## src/sv/iirlp_pkg.sv

```systemverilog
package iirlp_pkg;

    localparam int SAMPLE_BITS = 16;
    localparam int COEF_BITS   = 32;
    localparam int DELAY_BITS  = 48;
    localparam int DELAY_FRAC  = 16;
    localparam int COEF_FRAC   = 28;
    localparam int DEPTH       = 3;
    localparam int NUM_COEFS   = 2 * DEPTH + 1;
    localparam int HALF_BITS   = DELAY_BITS - DELAY_FRAC;
    localparam int MUL_A_BITS  = HALF_BITS + 1;
    localparam int PROD_BITS   = MUL_A_BITS + COEF_BITS;
    localparam int FULL_BITS   = DELAY_BITS + COEF_BITS;
    localparam int SCALED_BITS = FULL_BITS - COEF_FRAC;
    localparam int ACC_BITS    = SCALED_BITS + 4;
    localparam int YQ_BITS     = ACC_BITS - DELAY_FRAC;
    localparam int ADDR_BITS   = $clog2(NUM_COEFS);
    localparam int STEP_BITS   = 5;

    typedef logic [ADDR_BITS-1:0] t_coef_idx;
    typedef logic [STEP_BITS-1:0] t_step;

    localparam t_coef_idx COEF_DEN_OLDEST  = 3'd0;
    localparam t_coef_idx COEF_DEN_MIDDLE  = 3'd1;
    localparam t_coef_idx COEF_DEN_NEWEST  = 3'd2;
    localparam t_coef_idx COEF_NUM_OLDEST  = 3'd3;
    localparam t_coef_idx COEF_NUM_MIDDLE  = 3'd4;
    localparam t_coef_idx COEF_NUM_NEWEST  = 3'd5;
    localparam t_coef_idx COEF_NUM_CURRENT = 3'd6;

    localparam logic signed [COEF_BITS-1:0] COEF_RESET [NUM_COEFS] = '{
        -32'sd236736284, 32'sd739948213, -32'sd771584862,
        32'sd0, 32'sd0, 32'sd0, 32'sd62532
    };

    localparam t_step STEP_IDLE = 5'd0;
    localparam t_step STEP_DONE = 5'd16;

    typedef enum logic [1:0] {OPND_W0, OPND_W1, OPND_W2, OPND_WNEW} t_opnd;
    typedef enum logic [1:0] {WB_NONE, WB_SAVE, WB_ADD_FB, WB_ADD_Y} t_wb;
    typedef enum logic [1:0] {ACT_NONE, ACT_LOAD, ACT_WNEW, ACT_DONE} t_act;
    typedef enum logic [1:0] {JMP_NEXT, JMP_WAIT_IN, JMP_WAIT_OUT} t_jmp;

    typedef struct packed {
        logic hi_half;
        logic save;
    } t_mul_ctl;

    typedef struct packed {
        t_opnd     opnd;
        logic      hi_half;
        t_coef_idx coef;
        t_wb       wb;
        t_act      act;
        t_jmp      jmp;
        t_step     target;
    } t_uop;

    function automatic t_uop uop_mul(input t_opnd opnd, input logic hi_half,
                                     input t_coef_idx coef, input t_wb wb);
        t_uop u;
        u.opnd    = opnd;
        u.hi_half = hi_half;
        u.coef    = coef;
        u.wb      = wb;
        u.act     = ACT_NONE;
        u.jmp     = JMP_NEXT;
        u.target  = STEP_IDLE;
        return u;
    endfunction

    // Each product takes two multiplier passes: upper half, then lower half.
    // The write-back field acts on the product issued one step earlier.
    function automatic t_uop uop_rom(input t_step pc);
        t_uop u;
        u = uop_mul(OPND_W0, 1'b0, COEF_DEN_OLDEST, WB_NONE);
        case (pc)
            5'd0: begin
                u.act = ACT_LOAD;
                u.jmp = JMP_WAIT_IN;
            end
            5'd1:  u = uop_mul(OPND_W0,   1'b1, COEF_DEN_OLDEST,  WB_NONE);
            5'd2:  u = uop_mul(OPND_W0,   1'b0, COEF_DEN_OLDEST,  WB_SAVE);
            5'd3:  u = uop_mul(OPND_W1,   1'b1, COEF_DEN_MIDDLE,  WB_ADD_FB);
            5'd4:  u = uop_mul(OPND_W1,   1'b0, COEF_DEN_MIDDLE,  WB_SAVE);
            5'd5:  u = uop_mul(OPND_W2,   1'b1, COEF_DEN_NEWEST,  WB_ADD_FB);
            5'd6:  u = uop_mul(OPND_W2,   1'b0, COEF_DEN_NEWEST,  WB_SAVE);
            5'd7:  u = uop_mul(OPND_W0,   1'b1, COEF_NUM_OLDEST,  WB_ADD_FB);
            5'd8: begin
                u = uop_mul(OPND_W0, 1'b0, COEF_NUM_OLDEST, WB_SAVE);
                u.act = ACT_WNEW;
            end
            5'd9:  u = uop_mul(OPND_W1,   1'b1, COEF_NUM_MIDDLE,  WB_ADD_Y);
            5'd10: u = uop_mul(OPND_W1,   1'b0, COEF_NUM_MIDDLE,  WB_SAVE);
            5'd11: u = uop_mul(OPND_W2,   1'b1, COEF_NUM_NEWEST,  WB_ADD_Y);
            5'd12: u = uop_mul(OPND_W2,   1'b0, COEF_NUM_NEWEST,  WB_SAVE);
            5'd13: u = uop_mul(OPND_WNEW, 1'b1, COEF_NUM_CURRENT, WB_ADD_Y);
            5'd14: u = uop_mul(OPND_WNEW, 1'b0, COEF_NUM_CURRENT, WB_SAVE);
            5'd15: u = uop_mul(OPND_W0,   1'b0, COEF_DEN_OLDEST,  WB_ADD_Y);
            5'd16: begin
                u.act    = ACT_DONE;
                u.jmp    = JMP_WAIT_OUT;
                u.target = STEP_IDLE;
            end
            default: begin
                u.jmp    = JMP_WAIT_OUT;
                u.target = STEP_IDLE;
            end
        endcase
        return u;
    endfunction

endpackage

```

## src/sv/iirlp_mul.sv

```systemverilog
module iirlp_mul (
    input  logic                                        i_clk,
    input  iirlp_pkg::t_mul_ctl                         i_ctl,
    input  logic signed [iirlp_pkg::DELAY_BITS-1:0]     i_operand,
    input  logic signed [iirlp_pkg::COEF_BITS-1:0]      i_coef,
    output logic signed [iirlp_pkg::SCALED_BITS-1:0]    o_scaled
);
    import iirlp_pkg::*;

    logic signed [MUL_A_BITS-1:0] mul_a;
    logic signed [PROD_BITS-1:0]  r_prod;
    logic signed [PROD_BITS-1:0]  r_part;
    logic signed [FULL_BITS-1:0]  full;

    always_comb begin
        if (i_ctl.hi_half) begin
            mul_a = {i_operand[DELAY_BITS-1], i_operand[DELAY_BITS-1:DELAY_FRAC]};
        end else begin
            mul_a = {{(MUL_A_BITS-DELAY_FRAC){1'b0}}, i_operand[DELAY_FRAC-1:0]};
        end
    end

    always_ff @(posedge i_clk) begin
        r_prod <= mul_a * i_coef;
        if (i_ctl.save) begin
            r_part <= r_prod;
        end
    end

    always_comb begin
        full = {r_part[FULL_BITS-DELAY_FRAC-1:0], {DELAY_FRAC{1'b0}}}
             + {{(FULL_BITS-PROD_BITS){r_prod[PROD_BITS-1]}}, r_prod};
    end

    assign o_scaled = full[FULL_BITS-1:COEF_FRAC];

endmodule

```

## src/sv/iir_lowpass_third_order.sv

```systemverilog
// Third-order IIR low-pass filter, direct form II, fixed point.
// Input channel i_s_*: one signed 16-bit sample per transaction.
// Output channel o_m_*: one filtered sample per input sample, with a
// saturation flag in tuser that is set when the new delay value or the
// output was clipped.
// Coefficients are seven signed Q3.28 registers written through i_cfg_*,
// index 0 to 2 feedback (oldest to newest), 3 to 6 feedforward; index 7 is
// ignored. Write them only while the filter is idle.
// A microcoded sequencer drives one shared 33x32 multiplier; every product
// of a 48-bit delay value and a coefficient takes two passes, and seven
// products are formed per sample. The result is loaded into the output
// register at the final step, and the next sample is accepted once the
// sequencer is back at idle; no sample is accepted while one is in progress.
// A synchronous reset clears the delay line and loads default coefficients
// (100 Hz Butterworth poles at 10 kHz sampling, current input tap only).
// If the receiver stalls, the result waits in the output register and the
// sequencer holds at its last step until the register is free.
module iir_lowpass_third_order (
    input  logic        i_clk,
    input  logic        i_rst_n,
    input  logic        i_s_tvalid,
    output logic        o_s_tready,
    input  logic [15:0] i_s_tdata,   // [15:0] sample_in
    output logic        o_m_tvalid,
    input  logic        i_m_tready,
    output logic [15:0] o_m_tdata,   // [15:0] sample_out
    output logic        o_m_tuser,   // [0] saturated
    input  logic        i_cfg_we,
    input  logic [iirlp_pkg::ADDR_BITS-1:0] i_cfg_addr,
    input  logic [iirlp_pkg::COEF_BITS-1:0] i_cfg_data
);
    import iirlp_pkg::*;

    t_step r_pc;
    t_step n_pc;
    t_uop  uop;

    logic signed [COEF_BITS-1:0]   r_coef [NUM_COEFS];
    logic signed [DELAY_BITS-1:0]  r_w [DEPTH];
    logic signed [DELAY_BITS-1:0]  r_wnew;
    logic signed [SAMPLE_BITS-1:0] r_x;
    logic signed [ACC_BITS-1:0]    r_fb;
    logic signed [ACC_BITS-1:0]    r_acc;
    logic                          r_clip;
    logic                          r_out_valid;
    logic [SAMPLE_BITS-1:0]        r_out_data;
    logic                          r_out_sat;

    logic                          in_accept;
    logic                          out_free;
    logic                          done;
    logic signed [DELAY_BITS-1:0]  operand;
    logic signed [COEF_BITS-1:0]   coef;
    t_mul_ctl                      mul_ctl;
    logic signed [SCALED_BITS-1:0] scaled;
    logic signed [ACC_BITS-1:0]    scaled_ext;
    logic signed [ACC_BITS-1:0]    diff;
    logic                          diff_ovf;
    logic signed [DELAY_BITS-1:0]  wnew_sat;
    logic signed [YQ_BITS-1:0]     yq;
    logic                          y_ovf;
    logic [SAMPLE_BITS-1:0]        y_sat;

    assign uop        = uop_rom(r_pc);
    assign o_s_tready = (uop.jmp == JMP_WAIT_IN);
    assign in_accept  = i_s_tvalid && o_s_tready;
    assign out_free   = !r_out_valid || i_m_tready;
    assign done       = (uop.act == ACT_DONE) && out_free;

    always_comb begin
        case (uop.jmp)
            JMP_NEXT:     n_pc = r_pc + 1'b1;
            JMP_WAIT_IN:  n_pc = in_accept ? r_pc + 1'b1 : r_pc;
            JMP_WAIT_OUT: n_pc = out_free ? uop.target : r_pc;
            default:      n_pc = STEP_IDLE;
        endcase
    end

    always_comb begin
        case (uop.opnd)
            OPND_W0:   operand = r_w[0];
            OPND_W1:   operand = r_w[1];
            OPND_W2:   operand = r_w[2];
            OPND_WNEW: operand = r_wnew;
            default:   operand = r_wnew;
        endcase
    end

    assign coef            = r_coef[uop.coef];
    assign mul_ctl.hi_half = uop.hi_half;
    assign mul_ctl.save    = (uop.wb == WB_SAVE);

    iirlp_mul u_mul (
        .i_clk     (i_clk),
        .i_ctl     (mul_ctl),
        .i_operand (operand),
        .i_coef    (coef),
        .o_scaled  (scaled)
    );

    assign scaled_ext = {{(ACC_BITS-SCALED_BITS){scaled[SCALED_BITS-1]}}, scaled};

    always_comb begin
        diff = {{(ACC_BITS-SAMPLE_BITS-DELAY_FRAC){r_x[SAMPLE_BITS-1]}}, r_x,
                {DELAY_FRAC{1'b0}}} - r_fb;
        diff_ovf = (diff[ACC_BITS-1:DELAY_BITS-1] != {(ACC_BITS-DELAY_BITS+1){1'b0}})
                && (diff[ACC_BITS-1:DELAY_BITS-1] != {(ACC_BITS-DELAY_BITS+1){1'b1}});
        if (!diff_ovf) begin
            wnew_sat = diff[DELAY_BITS-1:0];
        end else if (diff[ACC_BITS-1]) begin
            wnew_sat = {1'b1, {(DELAY_BITS-1){1'b0}}};
        end else begin
            wnew_sat = {1'b0, {(DELAY_BITS-1){1'b1}}};
        end
    end

    always_comb begin
        yq = r_acc[ACC_BITS-1:DELAY_FRAC];
        y_ovf = (yq[YQ_BITS-1:SAMPLE_BITS-1] != {(YQ_BITS-SAMPLE_BITS+1){1'b0}})
             && (yq[YQ_BITS-1:SAMPLE_BITS-1] != {(YQ_BITS-SAMPLE_BITS+1){1'b1}});
        if (!y_ovf) begin
            y_sat = yq[SAMPLE_BITS-1:0];
        end else if (yq[YQ_BITS-1]) begin
            y_sat = {1'b1, {(SAMPLE_BITS-1){1'b0}}};
        end else begin
            y_sat = {1'b0, {(SAMPLE_BITS-1){1'b1}}};
        end
    end

    always_ff @(posedge i_clk) begin
        if (!i_rst_n) begin
            r_pc        <= STEP_IDLE;
            r_out_valid <= 1'b0;
            for (int k = 0; k < NUM_COEFS; k++) begin
                r_coef[k] <= COEF_RESET[k];
            end
            for (int k = 0; k < DEPTH; k++) begin
                r_w[k] <= '0;
            end
        end else begin
            r_pc <= n_pc;
            if (i_cfg_we && (i_cfg_addr inside {[COEF_DEN_OLDEST:COEF_NUM_CURRENT]})) begin
                r_coef[i_cfg_addr] <= i_cfg_data;
            end
            if (done) begin
                r_out_valid <= 1'b1;
                for (int k = 0; k < DEPTH - 1; k++) begin
                    r_w[k] <= r_w[k+1];
                end
                r_w[DEPTH-1] <= r_wnew;
            end else if (i_m_tready) begin
                r_out_valid <= 1'b0;
            end
        end
    end

    always_ff @(posedge i_clk) begin
        if (in_accept) begin
            r_x    <= i_s_tdata;
            r_fb   <= '0;
            r_acc  <= '0;
            r_clip <= 1'b0;
        end else begin
            if (uop.wb == WB_ADD_FB) begin
                r_fb <= r_fb + scaled_ext;
            end
            if (uop.wb == WB_ADD_Y) begin
                r_acc <= r_acc + scaled_ext;
            end
            if (uop.act == ACT_WNEW) begin
                r_wnew <= wnew_sat;
                r_clip <= diff_ovf;
            end
        end
        if (done) begin
            r_out_data <= y_sat;
            r_out_sat  <= r_clip || y_ovf;
        end
    end

    assign o_m_tvalid = r_out_valid;
    assign o_m_tdata  = r_out_data;
    assign o_m_tuser  = r_out_sat;

    a_accept_starts: assert property (@(posedge i_clk) disable iff (!i_rst_n)
        in_accept |=> (r_pc == STEP_IDLE + 1'b1))
        else $error("sequencer did not start after an input transaction");

    a_busy_no_accept: assert property (@(posedge i_clk) disable iff (!i_rst_n)
        (r_pc != STEP_IDLE) |-> !o_s_tready)
        else $error("input ready while a sample is in progress");

    a_pc_range: assert property (@(posedge i_clk) disable iff (!i_rst_n)
        r_pc <= STEP_DONE)
        else $error("step counter out of program range");

    a_result_from_done: assert property (@(posedge i_clk) disable iff (!i_rst_n)
        $rose(o_m_tvalid) |-> ($past(r_pc) == STEP_DONE))
        else $error("result appeared outside the final step");

endmodule
```

## config.mk

```make
export PLATFORM = sky130hd
export DESIGN_NAME = iir_lowpass_third_order
export DESIGN_NICKNAME = d
export VERILOG_FILES = /design/src/sv/iirlp_pkg.sv /design/src/sv/iirlp_mul.sv /design/src/sv/iir_lowpass_third_order.sv
export SDC_FILE = /design/constraint.sdc
export NUM_CORES = 2
export LEC_CHECK = 0
export BUFFER_PORTS_ARGS = -buffer_cell sky130_fd_sc_hd__buf_2
export CAP_MARGIN = 30
export CORE_ASPECT_RATIO = 0.5
export CORE_UTILIZATION = 30
export CTS_CLUSTER_SIZE = 24
export DETAILED_ROUTE_END_ITERATION = 12
export PLACE_DENSITY = 0.55
export RECOVER_POWER = 100
export SYNTH_ARGS = -nofsm -noshare
export SYNTH_HDL_FRONTEND = slang
export SYNTH_SLANG_ARGS = --single-unit
```

## constraint.sdc

```tcl
create_clock -name i_clk -period 15.45 [get_ports i_clk]
set_input_delay 3.09 -clock i_clk [delete_from_list [all_inputs] [get_ports i_clk]]
set_output_delay 3.09 -clock i_clk [all_outputs]
set_load 0.01 [all_outputs]
```

* Word level (Yosys, flattened, before mapping)
Memories as Yosys holds them, arrays and structs flattened.
Cells that the tools add are included.
** Storage, ports and cells
- Bits in latches :: 0
- Bits in registers :: 329
- Memories :: 2
- Input port bits :: 56
- Bits in writable memories :: 368
- Output and inout port bits :: 19
- Memory bits (read-only) :: 0
- Logic and storage cells :: 101
** Memories
- r_coef :: depth 7, bits a word 32, rd ports 1, clocked after memory_dff 0, wr ports 7, RTL line iir_lowpass_third_order.sv:38 : logic signed [COEF_BITS-1:0] r_coef [NUM_COEFS];
- r_w :: depth 3, bits a word 48, rd ports 3, clocked after memory_dff 0, wr ports 3, RTL line iir_lowpass_third_order.sv:39 : logic signed [DELAY_BITS-1:0] r_w [DEPTH];
** Cells by class
- Div/mod/pow operators :: 0
- Reduce and logical (&&, ||, !) cells :: 19
- Eq/ne operators :: 30
- Order comparisons :: 2
- Multipliers :: 1
- Multiplexer cells :: 27
- Shifts and indexed selects :: 0
- Bitwise operators :: 4
- Add/sub/neg operators :: 5
** Operator list (number)
- $mux 48 :: 5
- $pmux 48 s4 :: 1
- $pmux 8 s15 :: 1
- $add 56x52->56 :: 2
- $add 80x80->80 :: 1
- $mul 33x32->65 :: 1
- $sub 56x56->56 :: 1
- $eq 5x4->1 const B :: 8
- $mux 33 :: 1
- $mux 16 :: 2
- $mux 32 :: 1
- $reduce_or 32->1 :: 1
- $ne 25x25->1 const B :: 1
- $reduce_bool 25->1 :: 1
- $eq 5x3->1 const B :: 4
- $pmux 5 s3 :: 1
- $reduce_or 15->1 :: 1
- $eq 2x2->1 const B :: 7
- $eq 5x2->1 const B :: 2
- $mux 1 :: 10
- $mux 5 :: 2
- $ne 9x9->1 const B :: 1
- $reduce_bool 9->1 :: 1
- $eq 2x1->1 const B :: 3
- 19 further kinds :: 29

* Logic depth before layout (Yosys ltp)
- Word-level depth :: 8
- Gate-level depth with buffers :: 43
- Depth with buffers taken out :: 38

* Cells and area by module
A second synthesis with hierarchy kept.
** Second synthesis, totals
- Cell total of the unflattened synthesis :: 8016
- Area, all modules :: 77896.0 um^2
** By module, submodules not included
- iirlp_mul :: area an instance 43485.5 um^2, cells an instance 4599, times used 1, seq. area each 3223.1 um^2
- iir_lowpass_third_order :: area an instance 34410.5 um^2, cells an instance 3417, times used 1, seq. area each 16505.8 um^2

* Least setup slack after synthesis
OpenSTA, ideal clock, no wires.
- Kind :: reg-to-reg
- Start :: reg r_pc[1]
- End :: reg u_mul.r_prod[59]
- Required time :: 15.323 ns
- Cell stages (with the launch flop) :: 34
- Clock period less this slack :: 9.674 ns
- Buffers on the path :: 6
- Setup slack :: 5.776 ns
- Arrival time :: 9.547 ns
- Path through :: dfxtp_1 -> inv_1 -> ha_1 -> clkbuf_1 -> nor2_1 -> nor2_1 -> o21a_1 -> clkbuf_1 -> clkbuf_1 -> buf_1 -> buf_1 -> nand3_1 -> a31oi_1 -> clkbuf_1 -> nor2_1 -> ha_1 -> fa_1 -> fa_1 -> inv_1 -> fa_1 -> fa_1 -> fa_1 -> inv_1 -> fa_1 -> fa_1 -> ha_1 -> a21oi_1 -> nor2b_1 -> or4b_2 -> o21ai_0 -> o31ai_1 -> a21boi_0 -> o21ai_0 -> xor2_1
** Between the ends
- Cells in the longest elaborated chain, start to end :: 6
** RTL lines
- from (decl) :: RTL line iir_lowpass_third_order.sv:34 : t_step r_pc;
- from (signal assigned) :: RTL line iir_lowpass_third_order.sv:141 : r_pc <= n_pc;
- $eq 5x4->1, or another cell as far along :: RTL line iirlp_pkg.sv:77 : case (pc)
- $pmux 8 s15 (*) :: RTL line iirlp_pkg.sv:77
- $eq 2x2->1, or another cell as far along :: RTL line iir_lowpass_third_order.sv:80 : case (uop.opnd)
- $pmux 48 s4 :: RTL line iir_lowpass_third_order.sv:80
- $mux 33 :: RTL line iirlp_mul.sv:16 : if (i_ctl.hi_half) begin
- $mul 33x32->65 (*) :: RTL line iirlp_mul.sv:24 : r_prod <= mul_a * i_coef;
- to (signal assigned) :: RTL line iirlp_mul.sv:24
- to (decl) :: RTL line iirlp_mul.sv:11 : logic signed [PROD_BITS-1:0] r_prod;
Every way passes the cells marked *; elsewhere a longest branch is shown, timed or not.
A chain may end at the register's enable or synchronous reset.

* Final worst setup path
- Start :: reg r_pc[3]
- End :: reg u_mul.r_prod[64]
Same word-level chain as after synthesis.

==> results.json <==
{
  "status": "complete, but fails checks",
  "violations": "capacitance limit, slew limit",
  "synthArstFlopShare": 0,
  "pin_count": 75,
  "critical_path_class": "flop to flop",
  "cp-end-kind": "flop",
  "startpoint_type": "flop",
  "worst_pin_slew_ps": 3880,
  "final_common_cell": "nand2_1",
  "rows": 130,
  "finalMaxSlewViolations": 1054,
  "place.gp.congestion": 0.915,
  "grt_pass1_wl_um": 368000,
  "numCtsBuffers": 85,
  "ys_ff_latch": 729,
  "hp-class": "flop to flop",
  "cts_resized": 0,
  "drc_errors": 0,
  "fillers": 26000,
  "vias_per_cell": 5.05,
  "grt_max_degree": 102,
  "port-buffer-count": 74,
  "path_clk_slew_ps": 60,
  "holdPathStages": 0,
  "rsz0062_at_grt": "false",
  "critPathMaxStageDelay_ps": 1420,
  "dieArea_sq_um": 255000,
  "grt-ovfl-total": 0,
  "synth_top_area_frac": 0.288,
  "grt_pass1_vias": 58400,
  "layout_common_cells": "1306 x nand2_1, 1126 x inv_1, 1092 x fa_1, 763 x nor2_1, 513 x edfxtp_1",
  "seq_area_frac_synth": 0.260,
  "htree_levels": 3,
  "final_antenna_net_count": 0,
  "synthCells": 8237,
  "post_cts_buffers": 0,
  "worstPathMaxFanout": 40,
  "fin_util": 0.331,
  "synth_area_sq_um": 75900,
  "cp_data_required_time_ps": 16090,
  "die_height_um": 358,
  "area_growth_pct": 9.71,
  "postSynthAreaPerCell_sq_um": 9.21,
  "cts_tree": "built",
  "finClkSkew_ps": 45.0,
  "synthTopCellsByArea": "fa_1 29%, edfxtp_1 20%, ha_1 6.6%, nand2_1 6.5%, dfxtp_1 5.7%",
  "synth_top_area_cell": "fa_1",
  "cts_buffer_depth": 3,
  "finalHoldViolations": 0,
  "min_period_ps": 12780,
  "period_share": 0.827,
  "drive_gt1_frac": 0.0530,
  "maxClockFrequency_ghz": 0.0783,
  "die_x_um": 713,
  "antenna_found_initial": 11,
  "drt_first_pass_iters": 6,
  "cts.sinks": 729,
  "setup_viol": 0,
  "slew-limit-headroom": -1.58,
  "gr-usage-all-layers": 0.188,
  "yosysWarnings": 0,
  "cp_common_cell": "fa_1",
  "r2r_cells": 32,
  "cpMaxStageDelayCell": "or3_1",
  "vias": 58400,
  "synth_edf_count": 513,
  "clockRootBuffer": "clkbuf_16",
  "drtIter0Drc": 5337,
  "wl_um": 242000,
  "fin_setup_tns_ps": 0,
  "arrival_ps": 13420,
  "max_cap_violations": 27,
  "core_sq_um": 251000,
  "nNetsFinal": 9681,
  "wire_per_inst_um": 20.9,
  "start_util": 0.302,
  "synth.distinct_cells": 93,
  "hpwl_um": 180000,
  "clk_latency_ps": 710,
  "holdBufCountCts": 0,
  "yosys_most_used_dff": "edfxtp_1"
}
-- flip-flops by register name (all words and copies together), names as in the netlist, 5 cells and up --
| signal | count |
|---|---|
| r_acc | 56 |
| u_mul.r_prod | 65 |
| r_fb | 56 |
| u_mul.r_part | 64 |
| r_w | 144 |
| r_pc | 5 |
| r_x | 16 |
| r_wnew | 48 |
| o_m_tdata | 16 |
| r_coef | 256 |
-- critical path: cells and delay by family (launching register included) --
kind / cells / cell delay, ps
fa+ha+maj: 9 / 5100
buf+inv: 7 / 1550
simple gates: 6 / 2460
xor+xnor: 1 / 130
compound gates: 9 / 2520
flops: 1 / 870
-- final timing paths --
check                     startpoint                        end  slack [ps]
min          u_mul.r_prod[4]$_DFF_P_  u_mul.r_part[4]$_DFFE_PN_         410
max             r_pc[3]$_SDFFE_PN0P_   u_mul.r_prod[64]$_DFF_P_        2670
max reg2reg     r_pc[3]$_SDFFE_PN0P_   u_mul.r_prod[64]$_DFF_P_        2670
min reg2reg  u_mul.r_prod[4]$_DFF_P_  u_mul.r_part[4]$_DFFE_PN_         410
-- Yosys cell counts, drive strengths merged (41+ instances only) --
master	n
and2	95
a21oi	388
a311oi	42
nand2	1307
fa	1092
o21a	41
dfxtp	216
edfxtp	513
nor2b	43
a31oi	80
buf	45
nor3	57
clkbuf	384
o21ai	238
and3	234
nor2	766
xor2	91
nand2b	89
xnor2	161
nand4	52
inv	1127
ha	402
a21o	155
nand3	264
-- logic make-up after synthesis --
logic type      share of synthesized area
xor+xnor                           0.0292
fa+ha+maj                           0.354
mux                              0.000808
flops                               0.260
buf+inv                            0.0776
simple gates                        0.177
other cells                     0.0000494
compound gates                      0.102
-- per-layer routing --
metal / global-route usage / up-vias / share of wire
met4: 0.0581 / 2 / 0.034
met1: 0.267 / 29600 / 0.45
met2: 0.293 / 1978 / 0.44
met3: 0.0326 / 335 / 0.074
li1: - / 26500 / -
met5: 0 / - / 0.000054
-- stage by stage --
stage	worst slack [ps]	area, sq um	hold WS, ps	std cells
final	2670	83300	405	11600
after CTS	3460	83600	405	11600
after detailed placement	3470	80700	389	11400
after global routing	2070	83300	411	11600
after floorplan	5780	76000	386	8268
after global placement	3610	80500	386	11400
-- cell type report --
class | count | area [sq um] | share of cell area
Clock inverter | 51 | 552 | 0.00663
Inverter | 1127 | 4230 | 0.0508
Clock buffer | 107 | 2320 | 0.0279
Tap cell | 3366 | 4210 | 0.0506
Sequential cell | 729 | 19700 | 0.237
Multi-Input combinational cell | 5983 | 50900 | 0.612
Timing Repair Buffer | 205 | 1280 | 0.0154
Antenna cell | 1 | 2.50 | 0.0000301
Power is left out: the tool's default activity adds up to more than one toggle a clock period on the data nets, which glitch-free logic cannot reach.
